`config.mk`:
```
export PLATFORM = sky130hd
export DESIGN_NAME = fingerprint_module_command_response_flat
export DESIGN_NICKNAME = d
export VERILOG_FILES = /design/src/rtl/fmcr_pkg.sv /design/src/rtl/fmcr_chan_if.sv /design/src/rtl/fingerprint_module_command_response.sv /design/src/rtl/fmcr_ctrl.sv /design/src/rtl/fmcr_tx.sv /design/src/flat_wrapper.sv
export SDC_FILE = /design/constraint.sdc
export NUM_CORES = 1
export LEC_CHECK = 0
export BUFFER_PORTS_ARGS = -buffer_cell sky130_fd_sc_hd__buf_4
export CAP_MARGIN = 20
export CORE_AREA = 2 2 39 41
export DETAILED_ROUTE_END_ITERATION = 12
export DIE_AREA = 0 0 41 43
export PLACE_DENSITY = 0.44
export SYNTH_ARGS = -nofsm -noshare
export SYNTH_HDL_FRONTEND = slang
export SYNTH_SLANG_ARGS = --single-unit
```
`constraint.sdc`:
```
create_clock -name clk -period 1.4 [get_ports clk]
set_input_delay 0.07 -clock clk [delete_from_list [all_inputs] [get_ports clk]]
set_output_delay 0.07 -clock clk [all_outputs]
set_load 0.05 [all_outputs]
```
`src/rtl/fmcr_pkg.sv`:
```
// ----------------------------------------------------------------------------
// fmcr_pkg
// Types, codes and packet helpers for the fingerprint module command block
// ----------------------------------------------------------------------------
package fmcr_pkg;

	typedef enum logic [1:0] {
		OP_RX   = 2'd0,
		OP_ADD  = 2'd1,
		OP_DEL  = 2'd2,
		OP_SRCH = 2'd3
	} op_t;

	typedef enum logic [5:0] {
		PH_ARMED = 6'b000001,
		PH_TYPE  = 6'b000010,
		PH_LEN2  = 6'b000100,
		PH_LEN1  = 6'b001000,
		PH_CODE  = 6'b010000,
		PH_IDLE  = 6'b100000
	} phase_t;

	typedef enum logic [2:0] {
		JOB_RX   = 3'd0,
		JOB_NF   = 3'd1,
		JOB_ADD  = 3'd2,
		JOB_DEL  = 3'd3,
		JOB_SRCH = 3'd4
	} job_kind_t;

	// packet bytes
	localparam logic [7:0] HDR0      = 8'h4D;
	localparam logic [7:0] HDR1      = 8'h58;
	localparam logic [7:0] HDR2      = 8'h10;
	localparam logic [7:0] LEN_SHORT = 8'h03;
	localparam logic [7:0] LEN_SRCH  = 8'h05;
	localparam logic [7:0] OPC_ADD   = 8'h40;
	localparam logic [7:0] OPC_DEL   = 8'h42;
	localparam logic [7:0] OPC_SRCH  = 8'h44;
	localparam logic [7:0] PAD_BYTE  = 8'h00;
	localparam logic [7:0] SRCH_ARG  = 8'h01;

	localparam logic [7:0] CKS_ADD_BASE  = 8'((HDR0 + HDR1 + HDR2 + LEN_SHORT + OPC_ADD) % 256);
	localparam logic [7:0] CKS_DEL_BASE  = 8'((HDR0 + HDR1 + HDR2 + LEN_SHORT + OPC_DEL) % 256);
	localparam logic [7:0] CKS_SRCH_BASE =
		8'((HDR0 + HDR1 + HDR2 + LEN_SRCH + OPC_SRCH + SRCH_ARG) % 256);

	// response bytes
	localparam logic [7:0] RSP_TYPE     = 8'h30;
	localparam logic [7:0] RSP_LEN1     = 8'h01;
	localparam logic [7:0] RSP_LEN2     = 8'h02;
	localparam logic [7:0] RSP_LEN4     = 8'h04;
	localparam logic [7:0] CODE_OK      = 8'h31;
	localparam logic [7:0] CODE_TIMEOUT = 8'h33;
	localparam logic [7:0] CODE_FAIL    = 8'h34;
	localparam logic [7:0] CODE_PARAM   = 8'h35;
	localparam logic [7:0] CODE_PASS    = 8'h39;
	localparam logic [7:0] CODE_DENY    = 8'h3A;

	// outcome codes
	localparam logic [2:0] OC_NONE    = 3'd0;
	localparam logic [2:0] OC_DONE    = 3'd1;
	localparam logic [2:0] OC_TIMEOUT = 3'd2;
	localparam logic [2:0] OC_FAIL    = 3'd3;
	localparam logic [2:0] OC_PASS    = 3'd4;
	localparam logic [2:0] OC_DENY    = 3'd5;
	localparam logic [2:0] OC_PARAM   = 3'd6;

	localparam logic [3:0] LAST_IDX_SHORT = 4'd7;
	localparam logic [3:0] LAST_IDX_SRCH  = 4'd9;

	typedef struct packed {
		logic [1:0] op;
		logic [7:0] rx_byte;
	} in_item_t;

	typedef struct packed {
		logic       tx_valid;
		logic [7:0] tx_byte;
		logic       last;
		logic       not_found;
		logic [1:0] add_outcome;
		logic [1:0] delete_outcome;
		logic [2:0] search_outcome;
		logic [7:0] result_id;
		logic [7:0] enrolled_count;
	} out_item_t;

	typedef struct packed {
		job_kind_t  kind;
		logic [1:0] add_oc;
		logic [1:0] del_oc;
		logic [2:0] srch_oc;
		logic [7:0] id;
		logic [7:0] count;
	} job_t;

	typedef struct packed {
		phase_t     phase;
		logic [2:0] oc;
	} trk_t;

	function automatic trk_t trk_step(phase_t p, logic [7:0] b, logic [7:0] opc, logic srch);
		trk_t r;
		phase_t ph;
		logic [2:0] oc;
		ph = p;
		oc = OC_NONE;
		if (b == RSP_TYPE && ph == PH_ARMED)
			ph = PH_TYPE;
		if (ph == PH_CODE) begin
			if (srch) begin
				case (b)
					CODE_OK: begin
						oc = OC_DONE;
						ph = PH_ARMED;
					end
					CODE_TIMEOUT: begin
						oc = OC_TIMEOUT;
						ph = PH_IDLE;
					end
					CODE_FAIL: begin
						oc = OC_FAIL;
						ph = PH_IDLE;
					end
					CODE_PASS: begin
						oc = OC_PASS;
						ph = PH_IDLE;
					end
					CODE_DENY: begin
						oc = OC_DENY;
						ph = PH_IDLE;
					end
					CODE_PARAM: begin
						oc = OC_PARAM;
						ph = PH_IDLE;
					end
					default: ;
				endcase
			end else begin
				case (b)
					CODE_OK:      oc = OC_DONE;
					CODE_TIMEOUT: oc = OC_TIMEOUT;
					CODE_FAIL:    oc = OC_FAIL;
					default:      oc = OC_NONE;
				endcase
				ph = PH_IDLE;
			end
		end
		if (ph == PH_LEN1)
			ph = PH_ARMED;
		if (b == opc && ph == PH_LEN2)
			ph = PH_CODE;
		if (ph == PH_TYPE && (b == RSP_LEN2 || (srch && b == RSP_LEN4)))
			ph = PH_LEN2;
		if (b == RSP_LEN1 && ph == PH_TYPE)
			ph = PH_LEN1;
		r.phase = ph;
		r.oc = oc;
		return r;
	endfunction

	function automatic logic [7:0] pkt_byte(job_kind_t kind, logic [3:0] idx, logic [7:0] id);
		logic srch;
		logic [7:0] b;
		srch = (kind == JOB_SRCH);
		case (idx)
			4'd0: b = HDR0;
			4'd1: b = HDR1;
			4'd2: b = HDR2;
			4'd3: b = srch ? LEN_SRCH : LEN_SHORT;
			4'd4: b = srch ? OPC_SRCH : ((kind == JOB_DEL) ? OPC_DEL : OPC_ADD);
			4'd5: b = PAD_BYTE;
			4'd6: b = srch ? SRCH_ARG : id;
			4'd7: begin
				if (srch)
					b = PAD_BYTE;
				else if (kind == JOB_DEL)
					b = CKS_DEL_BASE + id;
				else
					b = CKS_ADD_BASE + id;
			end
			4'd8: b = id;
			4'd9: b = CKS_SRCH_BASE + id;
			default: b = PAD_BYTE;
		endcase
		return b;
	endfunction

endpackage

```
`src/rtl/fmcr_chan_if.sv`:
```
// ----------------------------------------------------------------------------
// fmcr_chan_if
// Valid/ready channel carrying one payload per transaction
// ----------------------------------------------------------------------------
interface fmcr_chan_if #(
	parameter type T = logic
) ();
	logic valid;
	logic ready;
	T     data;

	modport source (output valid, output data, input ready);
	modport sink (input valid, input data, output ready);
endinterface

```
`src/rtl/fingerprint_module_command_response.sv`:
```
// ----------------------------------------------------------------------------
// fingerprint_module_command_response
// Command packet framing and response tracking for a serial fingerprint module
// ----------------------------------------------------------------------------
// A received byte gives one result transaction; received bytes can be accepted
// back to back, one per cycle, while the result output is not stalled. An add or
// delete command gives 8 result transactions and a search command 10, one per
// cycle from the packet emitter while the output is not stalled; the next item is
// taken in the cycle that the last packet byte enters the output register. A
// delete or search refused at zero count gives a single result. State updates
// (count, pending identity, trackers) happen when the item is accepted.
module fingerprint_module_command_response (
	input  logic        clk,
	input  logic        arst_n,
	fmcr_chan_if.sink   cmd,
	fmcr_chan_if.source rsp
);
	import fmcr_pkg::*;

	logic job_valid_s1;
	logic job_done;
	job_t job_s1;

	fmcr_ctrl u_ctrl (
		.clk          (clk),
		.arst_n       (arst_n),
		.cmd          (cmd),
		.job_done     (job_done),
		.job_valid_s1 (job_valid_s1),
		.job_s1       (job_s1)
	);

	fmcr_tx u_tx (
		.clk          (clk),
		.arst_n       (arst_n),
		.job_valid_s1 (job_valid_s1),
		.job_s1       (job_s1),
		.job_done     (job_done),
		.rsp          (rsp)
	);

endmodule

```
`src/rtl/fmcr_ctrl.sv`:
```
// ----------------------------------------------------------------------------
// fmcr_ctrl
// Command decode, response trackers, enrolled count and job register
// ----------------------------------------------------------------------------
module fmcr_ctrl (
	input  logic          clk,
	input  logic          arst_n,
	fmcr_chan_if.sink     cmd,
	input  logic          job_done,
	output logic          job_valid_s1,
	output fmcr_pkg::job_t job_s1
);
	import fmcr_pkg::*;

	logic [7:0] count_q;
	logic [7:0] pending_q;
	phase_t     add_ph_q;
	phase_t     del_ph_q;
	phase_t     srch_ph_q;

	in_item_t   item;
	logic       accept;
	trk_t       add_n;
	trk_t       del_n;
	trk_t       srch_n;
	logic [7:0] cnt_a;
	logic [7:0] cnt_d;
	logic [7:0] cnt_inc;
	job_t       job_n;

	assign item       = cmd.data;
	assign cmd.ready  = !job_valid_s1 || job_done;
	assign accept     = cmd.valid && cmd.ready;

	assign add_n  = trk_step(add_ph_q, item.rx_byte, OPC_ADD, 1'b0);
	assign del_n  = trk_step(del_ph_q, item.rx_byte, OPC_DEL, 1'b0);
	assign srch_n = trk_step(srch_ph_q, item.rx_byte, OPC_SRCH, 1'b1);

	assign cnt_inc = count_q + 8'd1;
	assign cnt_a   = (add_n.oc == OC_DONE && count_q != 8'hFF) ? cnt_inc : count_q;
	assign cnt_d   = (del_n.oc == OC_DONE && cnt_a != 8'h00) ? cnt_a - 8'd1 : cnt_a;

	always_comb begin
		job_n.kind    = JOB_RX;
		job_n.add_oc  = add_n.oc[1:0];
		job_n.del_oc  = del_n.oc[1:0];
		job_n.srch_oc = srch_n.oc;
		job_n.id      = pending_q;
		job_n.count   = cnt_d;
		case (op_t'(item.op))
			OP_RX: ;
			OP_ADD: begin
				job_n.kind  = JOB_ADD;
				job_n.id    = cnt_inc;
				job_n.count = count_q;
			end
			OP_DEL, OP_SRCH: begin
				job_n.count = count_q;
				if (count_q == 8'h00) begin
					job_n.kind = JOB_NF;
				end else begin
					job_n.kind = (op_t'(item.op) == OP_DEL) ? JOB_DEL : JOB_SRCH;
					job_n.id   = count_q;
				end
			end
			default: ;
		endcase
		if (job_n.kind != JOB_RX) begin
			job_n.add_oc  = '0;
			job_n.del_oc  = '0;
			job_n.srch_oc = OC_NONE;
		end
	end

	always_ff @(posedge clk or negedge arst_n) begin
		if (!arst_n) begin
			count_q      <= '0;
			pending_q    <= '0;
			add_ph_q     <= PH_IDLE;
			del_ph_q     <= PH_IDLE;
			srch_ph_q    <= PH_IDLE;
			job_valid_s1 <= 1'b0;
		end else begin
			if (accept) begin
				job_valid_s1 <= 1'b1;
				pending_q    <= job_n.id;
				case (job_n.kind)
					JOB_RX: begin
						count_q   <= cnt_d;
						add_ph_q  <= add_n.phase;
						del_ph_q  <= del_n.phase;
						srch_ph_q <= srch_n.phase;
					end
					JOB_ADD:  add_ph_q  <= PH_ARMED;
					JOB_DEL:  del_ph_q  <= PH_ARMED;
					JOB_SRCH: srch_ph_q <= PH_ARMED;
					default: ;
				endcase
			end else if (job_done) begin
				job_valid_s1 <= 1'b0;
			end
		end
	end

	always_ff @(posedge clk) begin
		if (accept)
			job_s1 <= job_n;
	end

endmodule

```
`src/rtl/fmcr_tx.sv`:
```
// ----------------------------------------------------------------------------
// fmcr_tx
// Expands a job into registered result transactions, one per unstalled cycle
// ----------------------------------------------------------------------------
module fmcr_tx (
	input  logic           clk,
	input  logic           arst_n,
	input  logic           job_valid_s1,
	input  fmcr_pkg::job_t job_s1,
	output logic           job_done,
	fmcr_chan_if.source    rsp
);
	import fmcr_pkg::*;

	logic [3:0] idx_q;
	logic       rsp_valid_q;
	out_item_t  rsp_data_q;

	logic       out_free;
	logic       emit;
	logic       is_pkt;
	logic       is_last;
	logic [3:0] last_idx;
	out_item_t  cur;

	assign is_pkt   = (job_s1.kind == JOB_ADD) || (job_s1.kind == JOB_DEL) ||
	                  (job_s1.kind == JOB_SRCH);
	assign last_idx = !is_pkt ? 4'd0 :
	                  ((job_s1.kind == JOB_SRCH) ? LAST_IDX_SRCH : LAST_IDX_SHORT);
	assign is_last  = (idx_q == last_idx);
	assign out_free = !rsp_valid_q || rsp.ready;
	assign emit     = job_valid_s1 && out_free;
	assign job_done = emit && is_last;

	always_comb begin
		cur.tx_valid       = is_pkt;
		cur.tx_byte        = is_pkt ? pkt_byte(job_s1.kind, idx_q, job_s1.id) : 8'h00;
		cur.last           = is_last;
		cur.not_found      = (job_s1.kind == JOB_NF);
		cur.add_outcome    = job_s1.add_oc;
		cur.delete_outcome = job_s1.del_oc;
		cur.search_outcome = job_s1.srch_oc;
		cur.result_id      = job_s1.id;
		cur.enrolled_count = job_s1.count;
	end

	always_ff @(posedge clk or negedge arst_n) begin
		if (!arst_n) begin
			idx_q       <= '0;
			rsp_valid_q <= 1'b0;
		end else begin
			if (emit) begin
				rsp_valid_q <= 1'b1;
				idx_q       <= is_last ? 4'd0 : idx_q + 4'd1;
			end else if (rsp.ready) begin
				rsp_valid_q <= 1'b0;
			end
		end
	end

	always_ff @(posedge clk) begin
		if (emit)
			rsp_data_q <= cur;
	end

	assign rsp.valid = rsp_valid_q;
	assign rsp.data  = rsp_data_q;

endmodule

```
`src/flat_wrapper.sv`:
```
// flat-port wrapper written by rule: the top's interface ports become plain ports
module fingerprint_module_command_response_flat import fmcr_pkg::*;
  (clk, arst_n, cmd_valid, cmd_data, cmd_ready, rsp_valid, rsp_data, rsp_ready);
  fmcr_chan_if cmd_i ();
  fmcr_chan_if rsp_i ();
  input  logic clk;
  input  logic arst_n;
  input wire logic [$bits(cmd_i.valid)-1:0] cmd_valid;
  input wire logic [$bits(cmd_i.data)-1:0] cmd_data;
  output wire logic [$bits(cmd_i.ready)-1:0] cmd_ready;
  output wire logic [$bits(rsp_i.valid)-1:0] rsp_valid;
  output wire logic [$bits(rsp_i.data)-1:0] rsp_data;
  input wire logic [$bits(rsp_i.ready)-1:0] rsp_ready;
  assign cmd_i.valid = cmd_valid;
  assign cmd_i.data = cmd_data;
  assign cmd_ready = cmd_i.ready;
  assign rsp_valid = rsp_i.valid;
  assign rsp_data = rsp_i.data;
  assign rsp_i.ready = rsp_ready;
  fingerprint_module_command_response u_core (.clk(clk), .arst_n(arst_n), .cmd(cmd_i), .rsp(rsp_i));
endmodule
```
Word level (Yosys, flattened, before mapping)
Index checks and enable logic that the tools add are counted.
{"block": "word_totals", "regBits": 6, "word_cells": 19, "in_bits": 5}
{"block": "op_classes", "n_reduce_logical": 10, "muxes": 5, "add_sub_neg": 1}
{"cell": "4-bit by 1-bit adder with 4-bit output, second input constant", "n": 1}
{"cell": "4-bit zero test", "n": 1}
{"cell": "1-bit two-way mux", "n": 4}
{"cell": "4-bit two-way mux", "n": 1}
{"cell": "2-bit nonzero test", "n": 2}
{"cell": "1-bit logical AND", "n": 3}
{"cell": "1-bit zero test", "n": 2}
{"cell": "1-bit logical OR", "n": 2}

Longest topological paths before layout
Gate-level depths: netlist of the first run.
{"block": "depth", "ltp_word": 7, "mapped_depth": 5}

Modules after synthesis
Synthesis of the first run repeated with hierarchy kept, for this count alone.
{"block": "unflattened", "hier_cells": 71, "area_unflattened_um2": 601.8}
{"module": "fmcr_tx", "area_each_um2": 355.3, "instances": 1, "seq_area_each_um2": 155.1, "cells_each": 41}
{"module": "fmcr_ctrl", "area_each_um2": 246.5, "instances": 1, "seq_area_each_um2": 25.0, "cells_each": 30}

Worst setup path before layout of the first run
No wires, ideal clock.
{"block": "synth_timing", "kind": "register to register", "start": "register u_core.u_tx.idx_q[0]", "end": "register u_core.u_ctrl.job_valid_s1", "path_buffers": 0, "path_stages_with_launch": 6, "path_slack_ns": -0.287, "setup_time_ns": 0.145, "t_arrival_ns": 1.542, "path_cell_list": "dfrtp_1 -> inv_1 -> ha_1 -> or3b_4 -> o21ai_2 -> nand2b_1"}
{"block": "synth_between", "elab_chain_len": 5, "word_cells_on_any_way": 6, "cone_classes": "mux (1); reduce/logical (5)"}
{"element": "from (decl)", "line_no": "fmcr_tx.sv:15", "text": "logic [3:0] idx_q;"}
{"element": "from (signal assigned)", "line_no": "fmcr_tx.sv:54", "text": "idx_q <= is_last ? 4'd0 : idx_q + 4'd1;"}
{"element": "4-bit zero test (*)", "line_no": "fmcr_tx.sv:30", "text": "assign is_last = (idx_q == last_idx);"}
{"element": "1-bit logical AND (*)", "line_no": "fmcr_tx.sv:33", "text": "assign job_done = emit && is_last;"}
{"element": "1-bit logical OR (*)", "line_no": "fmcr_ctrl.sv:32", "text": "assign cmd.ready = !job_valid_s1 || job_done;"}
{"element": "net cmd_ready", "line_no": "flat_wrapper.sv:10", "text": "output wire logic [$bits(cmd_i.ready)-1:0] cmd_ready;"}
{"element": "1-bit logical AND (*)", "line_no": "fmcr_ctrl.sv:33", "text": "assign accept = cmd.valid && cmd.ready;"}
{"element": "1-bit two-way mux / 2-bit nonzero test (equally long branches)"}
{"element": "to (signal assigned)", "line_no": "fmcr_ctrl.sv:82", "text": "job_valid_s1 <= 1'b0;"}
{"element": "to (signal assigned)", "line_no": "fmcr_ctrl.sv:85", "text": "job_valid_s1 <= 1'b1;"}
{"element": "to (signal assigned)", "line_no": "fmcr_ctrl.sv:100", "text": "job_valid_s1 <= 1'b0;"}
{"element": "to (decl)", "line_no": "fmcr_ctrl.sv:10", "text": "output logic job_valid_s1,"}
The timed path passes the listed nets; every way through them passes the cells marked *.
A chain may end at the register's enable or synchronous reset.

Worst setup path in the final report of the first run
{"block": "layout_timing", "start": "register u_core.u_tx.idx_q[0]", "end": "output port cmd_ready"}
{"block": "layout_between", "elab_chain_len": 3}
{"element": "4-bit zero test", "line_no": "fmcr_tx.sv:30"}
{"element": "1-bit logical AND", "line_no": "fmcr_tx.sv:33"}
{"element": "1-bit logical OR", "line_no": "fmcr_ctrl.sv:32"}
{"element": "to (decl)", "line_no": "flat_wrapper.sv:10"}
Every way passes these cells.

==> results.sh, run 1 <==
export IMPL_grt_ovfl_total=0
export IMPL_fin_nets=52
export IMPL_yosysWarningCount=0
export IMPL_portBuffers=5
export IMPL_cp_cell_sequence="inv_2 > ha_4 > or3b_4 > o21ai_4 > buf_6"
export IMPL_grt_max_degree=7
export IMPL_dieArea_sq_um=1760
export IMPL_dpl_worst_slack_ns=-0.0444
export IMPL_yosys_area_top_type="dfrtp_1"
export IMPL_ant_nets=0
export IMPL_yosysUniqueCellTypes=16
export IMPL_htree_levels=1
export IMPL_wl_met2_microns=351
export IMPL_p_total_mw=0.936
export IMPL_grt_pass1_wl_mm=1.09
export IMPL_met1_length_microns=238
export IMPL_crit_slowest_cell="or3b_4"
export IMPL_vdd_drop_max_mv=0.839
export IMPL_cp_start_kind="register"
export IMPL_final_common_cell="buf_4"
export IMPL_worstReg2RegStart="u_core.u_tx.idx_q[0]"
export IMPL_cts_tree="yes"
export IMPL_antennaDiodeCount=0
export IMPL_synth_area_top_cells="dfrtp_1 48%, ha_1 8.0%, mux2_1 7.2%"
export IMPL_multi_input_area_sq_um=165
export IMPL_outcome="finished with violations"
export IMPL_drv_slew=0
export IMPL_drtIter0Drc=1
export IMPL_violations="setup timing"
export IMPL_met3RoutedLength_microns=41
export IMPL_drive_above_1_share_pct=46.5
export IMPL_crit_fanout=2
export IMPL_fmax_mhz=612
export IMPL_rsz0062_at_grt="yes"
export IMPL_dp_hpwl_microns=514
export IMPL_cp_end_kind="primary output"
export IMPL_cp_arrival_ns=1.57
export IMPL_ys_ff_latch=6
export IMPL_clock_sinks=6
export IMPL_drt_wl_total_microns=630
export IMPL_pwr_density_cell_nw_per_um2=1990
export IMPL_core_sq_um=1380
export IMPL_clock_path_buffers=2
export IMPL_place_gp_congestion=0.727
export IMPL_vias=242
export IMPL_drt_pass1_iterations=2
export IMPL_synth_area_sq_um=314
export IMPL_setup_viol=2
export IMPL_grtUsageTotal_pct=10.1
export IMPL_whs_endpoint="u_core.u_ctrl.job_valid_s1"
export IMPL_ys_seq_area_share_pct=47.8
export IMPL_cp_required_ns=1.33
export IMPL_hp_class="input pin to register"
export IMPL_clk_pin_slew_ns=0.05
export IMPL_drc_errors=0
export IMPL_clock_skew_ns=0.00168
export IMPL_start_util_pct=22.7
export IMPL_p_leak_nw=0.220
export IMPL_viasPerCell=4.10
export IMPL_netlist_area_leader_share_pct=47.8
export IMPL_fin_crit_sh_pct=117
export IMPL_syn_to_final_growth_pct=49.4
export IMPL_syn_num_nets=36
export IMPL_maxCapViolCount=0
export IMPL_row_count=14
export IMPL_netlist_instances=29
export IMPL_insertion_delay_ns=0.25
export IMPL_fillers=146
export IMPL_rr_endpoint="u_core.u_ctrl.job_valid_s1"
export IMPL_ios=8
export IMPL_final_cell_mix="9 x buf_4, 6 x dfrtp_1, 3 x nand2b_1, 3 x clkbuf_4"
export IMPL_min_delay_start="cmd_valid"
export IMPL_cts_root_buf="clkbuf_4"
export IMPL_synth_avg_cell_area_sq_um=10.8
export IMPL_worstHoldPathCells=2
export IMPL_antenna_found_initial=0
export IMPL_numCtsBuffers=3
export IMPL_r2r_setup_slack_ns=-0.10
export IMPL_fin_hold_ws_ns=0.0166
export IMPL_die_w_microns=41
export IMPL_hold_viol_final=0
export IMPL_grt_pass1_vias=260
export IMPL_top_layer_used="met3"
export IMPL_reg2regPathDepth=7
export IMPL_register_area_sq_um=150
export IMPL_slowest_delay_ns=0.39
export IMPL_crit_type="register to primary output"
export IMPL_setup_slack_ns=-0.235
export IMPL_wl_per_cell_microns=10.7
export IMPL_die_h_microns=43
export IMPL_min_period_ns=1.64
[how the worst max path moves through the flow]
| stage | slack [ns] | cells past startpoint | endpoint | start |
|---|---|---|---|---|
| floorplan | -0.14 | 5 | u_core.u_ctrl.job_valid_s1 | u_core.u_tx.idx_q[1] |
| global placement | 0.007 | 5 | cmd_ready | u_core.u_tx.idx_q[0] |
| detailed placement | -0.04 | 5 | cmd_ready | u_core.u_tx.idx_q[1] |
| CTS | -0.24 | 5 | cmd_ready | u_core.u_tx.idx_q[1] |
| global route | -0.30 | 5 | cmd_ready | u_core.u_tx.idx_q[1] |
| finish | -0.24 | 5 | cmd_ready | u_core.u_tx.idx_q[0] |
[state kept, by name, indices dropped and copies added, names as in the netlist]
signal / cells
u_core.u_tx.idx_q: 4
u_core.u_ctrl.job_valid_s1: 1
u_core.u_tx.rsp.valid: 1
[critical path, delay by kind of cell (launching register included)]
kind,cells,cell delay [ns]
fa+ha+maj,1,0.13
simple gates,1,0.39
compound gates,1,0.15
buf+inv,2,0.26
flops,1,0.38
[what timing repair did]
item | CTS | global route
setup buffers | 2 | 1
pin swaps | 1 | 0
endpoints found under the hold margin | 6 | 0
endpoints found under the setup margin | 1 | 3
hold buffers | 1 | 0
resized for setup | 1 | 1
[where the power goes]
part	switching, mW	internal [mW]
registers	0.0584	0.244
logic	0.211	0.260
clock network	0.0661	0.0972
[layout make-up]
cell class	instances	share of cell area [%]
repair buffers	12	21.3
clock buffers	3	4.80
multi-input cells	19	35.2
well taps	16	4.27
inverters	3	2.40
flip-flops and latches	6	32.0
[through the flow]
stage               util (%)  setup TNS, ns  cell area (sq um)  cells
floorplan                  -         -0.142                334     29
global placement        29.4              0                407     52
detailed placement      29.4        -0.0444                407     52
CTS                     33.1         -0.272                458     58
global route            33.9         -0.479                469     59
finish                  33.9         -0.337                469     59
[Yosys cell counts]
| cell type | count |
|---|---|
| dfrtp_1 | 6 |
| inv_1 | 3 |
| nand2b_1 | 3 |
| ha_1 | 2 |
| mux2_1 | 2 |
| nand2_1 | 2 |
| nand3_1 | 2 |
| a21oi_1 | 1 |
| and3_2 | 1 |
| buf_4 | 1 |
| conb_1 | 1 |
| mux2i_1 | 1 |
| nor2b_1 | 1 |
| o21ai_2 | 1 |
| or3b_4 | 1 |
| xnor2_1 | 1 |
[cell families (layout without fill, tap and decap cells)]
family | count (synthesis) | count (layout) | synth area share (%)
and+or+nand+nor | 10 | 10 | 19.5
DFF | 6 | 6 | 47.8
buffers and inverters | 4 | 18 | 5.98
muxes | 3 | 3 | 10.4
adders and majority gates | 2 | 2 | 7.97
AOI/OAI and AO/OA | 2 | 2 | 4.38
other | 1 | 1 | 1.19
xor gates and xnor gates | 1 | 1 | 2.79
[routing by layer]
| metal | GRT usage, % | up-vias |
|---|---|---|
| met5 | 0 | - |
| met4 | 0 | 0 |
| met3 | 9.42 | 0 |
| met2 | 16.3 | 6 |
| met1 | 9.84 | 115 |
| li1 | - | 121 |
Power figures use the tool's default switching activity.
==> run 2, diff against run 1 <==
- ABC_AREA: default -> 1
- PLACE_DENSITY: 0.44 -> 0.46
==> run 2 against run 1 <==
Net effect:
- the flow now finishes without violations
- via count rose by 19%
- highest routed layer unchanged
- maximum frequency rose by 23%
- critical endpoint unchanged
- die area did not move
- design area rose by 2.7%
- final cell count rose by 19%
- flip-flop and latch count did not move
- core utilization rose by 0.90 points
- hold slack improved by 0.0011 ns
- sequential share of layout area fell by 0.83 points
- sequential power fell by 6%
- critical path type unchanged
- non-clock buffer count fell by 3
- clock-buffer cell count did not move
==> results.sh, run 2 <==
export IMPL_setup_viol=0
export IMPL_outcome="completed"
export IMPL_grt_pass1_vias=299
export IMPL_p_leak_nw=0.246
export IMPL_dieArea_sq_um=1760
export IMPL_hp_class="input pin to register"
export IMPL_finalInstanceArea_sq_um=482
export IMPL_synth_edf_count=0
export IMPL_largest_reg_flops=4
export IMPL_slowest_delay_ns=0.38
export IMPL_place_gp_congestion=0.741
export IMPL_fin_hold_ws_ns=0.0177
export IMPL_antenna_found_initial=0
export IMPL_min_period_ns=1.33
export IMPL_grt_max_degree=7
export IMPL_synth_common_cells="14 x nand2_1, 6 x dfrtp_1, 5 x inv_1, 4 x inv_2, 3 x nand3_1"
export IMPL_worstReg2RegStart="u_core.u_tx.idx_q[0]"
export IMPL_die_h_microns=43
export IMPL_yosysWarningCount=0
export IMPL_synthFlopType="dfrtp_1"
export IMPL_ys_seq_area_share_pct=43.5
export IMPL_wl_per_cell_microns=8.61
export IMPL_yosys_area_top_type="dfrtp_1"
export IMPL_cp_startpoint="u_core.u_tx.idx_q[0]"
export IMPL_syn_num_nets=50
export IMPL_clk_pin_slew_ns=0.04
export IMPL_regMostFlops="u_core.u_tx.idx_q"
export IMPL_synth_avg_cell_area_sq_um=8.03
export IMPL_worstHoldPathCells=3
export IMPL_synth_area_top_cells="dfrtp_1 43%, nand2_1 15%, ha_1 7.2%"
export IMPL_yosysMostFrequentCell="nand2_1"
export IMPL_synth_area_sq_um=345
export IMPL_critPathTopFamily="flip-flops"
export IMPL_ys_ff_latch=6
export IMPL_viasPerCell=4.10
export IMPL_dpl_worst_slack_ns=0.192
export IMPL_crit_slowest_cell="dfrtp_1"
export IMPL_cp_arrival_ns=1.26
export IMPL_maxCapViolCount=0
export IMPL_netlist_instances=43
export IMPL_syn_to_final_growth_pct=39.5
export IMPL_reg2regPathDepth=7
export IMPL_drt_wl_total_microns=603
export IMPL_antennaDiodeCount=0
export IMPL_fillers=149
export IMPL_vdd_drop_max_mv=1.02
export IMPL_portBuffers=5
export IMPL_start_util_pct=25.0
export IMPL_grt_ovfl_total=0
export IMPL_place_area_sq_um=410
export IMPL_rr_endpoint="u_core.u_tx.idx_q[2]"
export IMPL_grt_pass1_wl_mm=1.15
export IMPL_numCtsBuffers=3
export IMPL_pwr_density_cell_nw_per_um2=2100
export IMPL_row_count=14
export IMPL_fin_crit_sh_pct=95.3
export IMPL_async_flop_share_pct=100
export IMPL_die_w_microns=41
export IMPL_grtUsageTotal_pct=9.94
export IMPL_crit_type="register to primary output"
export IMPL_cp_cell_sequence="inv_2 > ha_4 > nand3_4 > o21ai_4 > buf_6"
export IMPL_clock_path_buffers=2
export IMPL_final_cell_mix="14 x nand2_1, 7 x buf_4, 6 x inv_2, 6 x dfrtp_1"
export IMPL_crit_fanout=3
export IMPL_cp_endpoint="cmd_ready"
export IMPL_vias=287
export IMPL_drive_above_1_share_pct=40.7
export IMPL_drtIter0Drc=11
export IMPL_fin_nets=63
export IMPL_cts_root_buf="clkbuf_4"
export IMPL_dp_hpwl_microns=466
export IMPL_cp_required_ns=1.33
export IMPL_fmax_mhz=750
export IMPL_cts_tree="yes"
export IMPL_htree_levels=1
export IMPL_ios=8
export IMPL_fin_setup_tns_ns=0
export IMPL_clock_sinks=6
export IMPL_core_sq_um=1380
export IMPL_hold_viol_final=0
export IMPL_crit_cells=5
export IMPL_r2r_setup_slack_ns=0.30
export IMPL_final_common_cell="nand2_1"
export IMPL_ant_nets=0
export IMPL_netlist_area_leader_share_pct=43.5
export IMPL_drv_slew=0
export IMPL_drt_pass1_iterations=4
export IMPL_insertion_delay_ns=0.24
export IMPL_setup_slack_ns=0.0660
export IMPL_path_buf_inv=2
export IMPL_cp_end_kind="primary output"
export IMPL_yosysUniqueCellTypes=13
export IMPL_drc_errors=0
export IMPL_clock_skew_ns=0.00438
export IMPL_cp_start_kind="register"
==> run 2: repair_timing <==
item                       4_1_cts  5_1_grt
gates resized for setup          1        5
hold endpoints to repair         6        0
hold buffers                     1        0
buffers inserted                 1        1
setup endpoints to repair        1        1
pin swaps                        0        2
==> run 2: area by class of cell <==
| type | instances | area (sq um) | area share [%] |
|---|---|---|---|
| Clock buffer | 3 | 22.5 | 4.68 |
| Inverter | 9 | 33.8 | 7.01 |
| Multi-Input combinational cell | 27 | 181 | 37.7 |
| Sequential cell | 6 | 150 | 31.2 |
| Tap cell | 16 | 20.0 | 4.16 |
| Timing Repair Buffer | 9 | 73.8 | 15.3 |
==> run 2: tightest hold or removal path: cells and delay by family <==
| kind | cells | cell delay, ns |
|---|---|---|
| buffers and inverters | 2 | 0.10 |
| AND/OR/NAND/NOR | 1 | 0.05 |
==> run 2: cells by family after synthesis <==
family / count (synthesis) / synth area share, %
and+or+nand+nor: 21 / 30.8
buffers and inverters: 10 / 12.0
DFF: 6 / 43.5
AOI/OAI and AO/OA: 3 / 5.44
adders and majority gates: 2 / 7.25
other: 1 / 1.09
==> run 2: layer usage <==
layer | GRT usage (%) | share of wire (%)
met1 | 12.3 | 45
met2 | 14.4 | 50
met3 | 4.71 | 5.0
met4 | 4.00 | 0
met5 | 0 | 0
==> run 2: how the worst min path moves through the flow <==
stage	from	end	slack, ns
detailed placement	arst_n	u_core.u_tx.idx_q[3]	-0.12
finish	cmd_valid	u_core.u_ctrl.job_valid_s1	0.02
CTS	cmd_valid	u_core.u_ctrl.job_valid_s1	0.01
global placement	arst_n	u_core.u_tx.idx_q[3]	-0.12
global route	cmd_valid	u_core.u_ctrl.job_valid_s1	0.03
floorplan	arst_n	u_core.u_ctrl.job_valid_s1	-0.23
==> run 2: power breakdown <==
| group | internal, mW | switching (mW) | leakage, nW | total (mW) |
|---|---|---|---|---|
| clock | 0.0963 | 0.0531 | 0.0138 | 0.149 |
| combinational | 0.245 | 0.334 | 0.161 | 0.579 |
| sequential | 0.234 | 0.0506 | 0.0705 | 0.284 |
==> run 2: metrics by stage <==
stage | cells | total power, mW | util, %
6_report | 70 | 1.01 | 34.8
3_3_place_gp | 64 | 0.744 | 29.7
4_1_cts | 69 | 0.935 | 32.8
3_5_place_dp | 64 | 0.743 | 29.7
5_1_grt | 70 | 1.12 | 34.8
2_1_floorplan | 43 | 0.622 | -
==> run 3, diff against run 2 <==
--- a/config.mk
+++ b/config.mk
@@ -6,5 +6,4 @@
 export NUM_CORES = 1
 export LEC_CHECK = 0
-export ABC_AREA = 1
 export BUFFER_PORTS_ARGS = -buffer_cell sky130_fd_sc_hd__buf_4
 export CAP_MARGIN = 20
@@ -12,5 +11,5 @@
 export DETAILED_ROUTE_END_ITERATION = 12
 export DIE_AREA = 0 0 41 43
-export PLACE_DENSITY = 0.46
+export PLACE_DENSITY = 0.44
 export SYNTH_ARGS = -nofsm -noshare
 export SYNTH_HDL_FRONTEND = slang
==> constraint.sdc (replaced) <==
create_clock -name clk -period 1.4 [get_ports clk]
set_input_delay 0.07 -clock clk [delete_from_list [all_inputs] [get_ports clk]]
set_output_delay 0.07 -clock clk [all_outputs]
set_load 0.1 [all_outputs]
==> run 3 against run 2 <==
Net effect:
- the run now ends with setup timing left
- via count is 15% lower
- wire length is 0.50% higher
- sequential share of layout area is 0.29 points higher
- final cell count is 13% lower
- global-route usage is 0.44 points lower
- combinational power is 0.7% lower
- largest power group unchanged
- largest cell class unchanged
- critical path depth stayed put
- die area stayed put
- flip-flop and latch count stayed put
- power is 4.9% higher
==> results.sh, run 3 (same netlist as run 1, synthesis figures left out) <==
export IMPL_violations="setup timing"
export IMPL_worstHoldPathCells=2
export IMPL_antennaDiodeCount=0
export IMPL_vias=245
export IMPL_cp_required_ns=1.33
export IMPL_viasPerCell=4.02
export IMPL_wl_per_cell_microns=9.93
export IMPL_portBuffers=5
export IMPL_dieArea_sq_um=1760
export IMPL_grt_use_met1_pct=11.8
export IMPL_met3_usage_pct=9.42
export IMPL_grt_max_degree=7
export IMPL_place_gp_congestion=0.723
export IMPL_crit_fanout=2
export IMPL_drt_wl_total_microns=606
export IMPL_rsz0062_at_grt="yes"
export IMPL_cp_end_kind="primary output"
export IMPL_maxCapViolCount=0
export IMPL_fin_crit_sh_pct=119
export IMPL_fin_nets=53
export IMPL_cp_arrival_ns=1.59
export IMPL_use_met2_pct=12.5
export IMPL_grt_pass1_wl_mm=1.06
export IMPL_start_util_pct=22.7
export IMPL_drtIter0Drc=2
export IMPL_grt_pass1_vias=252
export IMPL_hp_class="input pin to register"
export IMPL_grt_ovfl_total=0
export IMPL_drive_above_1_share_pct=48.9
export IMPL_grt_busiest_layer="met2"
export IMPL_dp_hpwl_microns=442
export IMPL_vdd_drop_max_mv=0.839
export IMPL_grtUsageTotal_pct=9.49
export IMPL_clock_sinks=6
export IMPL_setup_viol=2
export IMPL_drc_errors=0
export IMPL_final_common_cell="buf_4"
export IMPL_ios=8
export IMPL_dp_cells=52
export IMPL_numCtsBuffers=3
export IMPL_fillers=147
export IMPL_post_route_util_pct=35.4
export IMPL_insertion_delay_ns=0.25
export IMPL_min_period_ns=1.66
export IMPL_die_w_microns=41
export IMPL_drv_slew=0
export IMPL_p_leak_nw=0.227
export IMPL_crit_type="register to primary output"
export IMPL_setup_slack_ns=-0.262
export IMPL_final_cell_mix="11 x buf_4, 5 x dfrtp_1, 3 x nand2b_1, 3 x clkbuf_4"
export IMPL_ant_nets=0
export IMPL_fmax_mhz=602
export IMPL_outcome="finished with violations"
export IMPL_cp_start_kind="register"
export IMPL_htree_levels=1
export IMPL_drt_pass1_iterations=4
export IMPL_pwr_density_cell_nw_per_um2=2170
export IMPL_reg2regPathDepth=6
export IMPL_clk_pin_slew_ns=0.05
export IMPL_cts_root_buf="clkbuf_4"
export IMPL_row_count=14
export IMPL_core_sq_um=1380
export IMPL_syn_to_final_growth_pct=55.8
export IMPL_die_h_microns=43
export IMPL_clock_skew_ns=0.00506
export IMPL_largest_reg_flops=4
export IMPL_antenna_found_initial=0
export IMPL_cts_tree="yes"
export IMPL_stdcell_count=61
export IMPL_regMostFlops="u_core.u_tx.idx_q"
export IMPL_clock_path_buffers=2
export IMPL_hold_viol_final=0
==> run 3: changes by cell type in the layout (fill, tap and decap cells not counted), sizes merged, moves of 2 or more <==
cell,previous run,this run
nand2,14,2
inv,9,3
mux2,0,2
nand2b,0,3
buf,8,12
nor2,2,0
nand3,4,2
o21ai,3,1
==> run 3: worst paths after layout <==
kind                                       from                          to  slack [ns]
min reg2reg                u_core.u_tx.idx_q[3]        u_core.u_tx.idx_q[3]        0.51
max reg2reg                u_core.u_tx.idx_q[0]  u_core.u_ctrl.job_valid_s1       -0.03
min in group asynchronous                arst_n        u_core.u_tx.idx_q[3]        0.16
max                        u_core.u_tx.idx_q[0]                   cmd_ready       -0.26
max in group asynchronous                arst_n       u_core.u_tx.rsp.valid        1.11
min                                   cmd_valid  u_core.u_ctrl.job_valid_s1       0.008
==> run 3: what timing repair did <==
action | in CTS | in global routing
pin swaps | 1 | 0
hold buffers | 1 | 0
setup endpoints to repair | 1 | 2
buffers inserted | 4 | 0
gates resized for setup | 3 | 0
gates cloned | 0 | 0
endpoints found under the hold margin | 6 | 0
==> run 3: through the flow <==
step	setup TNS [ns]	total power, mW	hold slack (ns)	setup WS [ns]	instance area, sq um
after floorplan	-0.610	0.623	-0.226	-0.392	338
final	-0.293	1.06	0.00840	-0.262	489
after detailed placement	-0.0986	0.775	-0.118	-0.0986	410
after global placement	-0.0905	0.750	-0.118	-0.0905	410
after CTS	-0.269	1.07	0.00789	-0.251	489
after global routing	-0.410	1.15	0.0193	-0.320	489
==> run 3: routing by layer <==
| layer | vias up | part of all wire, % |
|---|---|---|
| met1 | 113 | 45 |
| met4 | 0 | 0 |
| li1 | 126 | - |
| met5 | - | 0 |
| met2 | 6 | 48 |
| met3 | 0 | 7.3 |
==> run 3: power breakdown <==
group          internal (mW)  switching (mW)  total, mW
sequential             0.245          0.0590      0.304
combinational          0.300           0.275      0.575
clock                  0.109          0.0739      0.183
total                  0.654           0.408       1.06
==> run 3: layout make-up <==
class,instances,area (sq um),share of cell area (%)
multi-input cells,19,165,33.8
flip-flops and latches,6,154,31.5
well taps,16,20.0,4.09
inverters,3,11.3,2.30
clock buffers,4,26.3,5.37
repair buffers,13,113,23.0
==> run 3: critical path: stages (launching register included) <==
cell and delay [ns]:
dfrtp_1 0.38, inv_2 0.08, ha_4 0.13, or3b_4 0.39
o21ai_4 0.17, buf_12 0.19
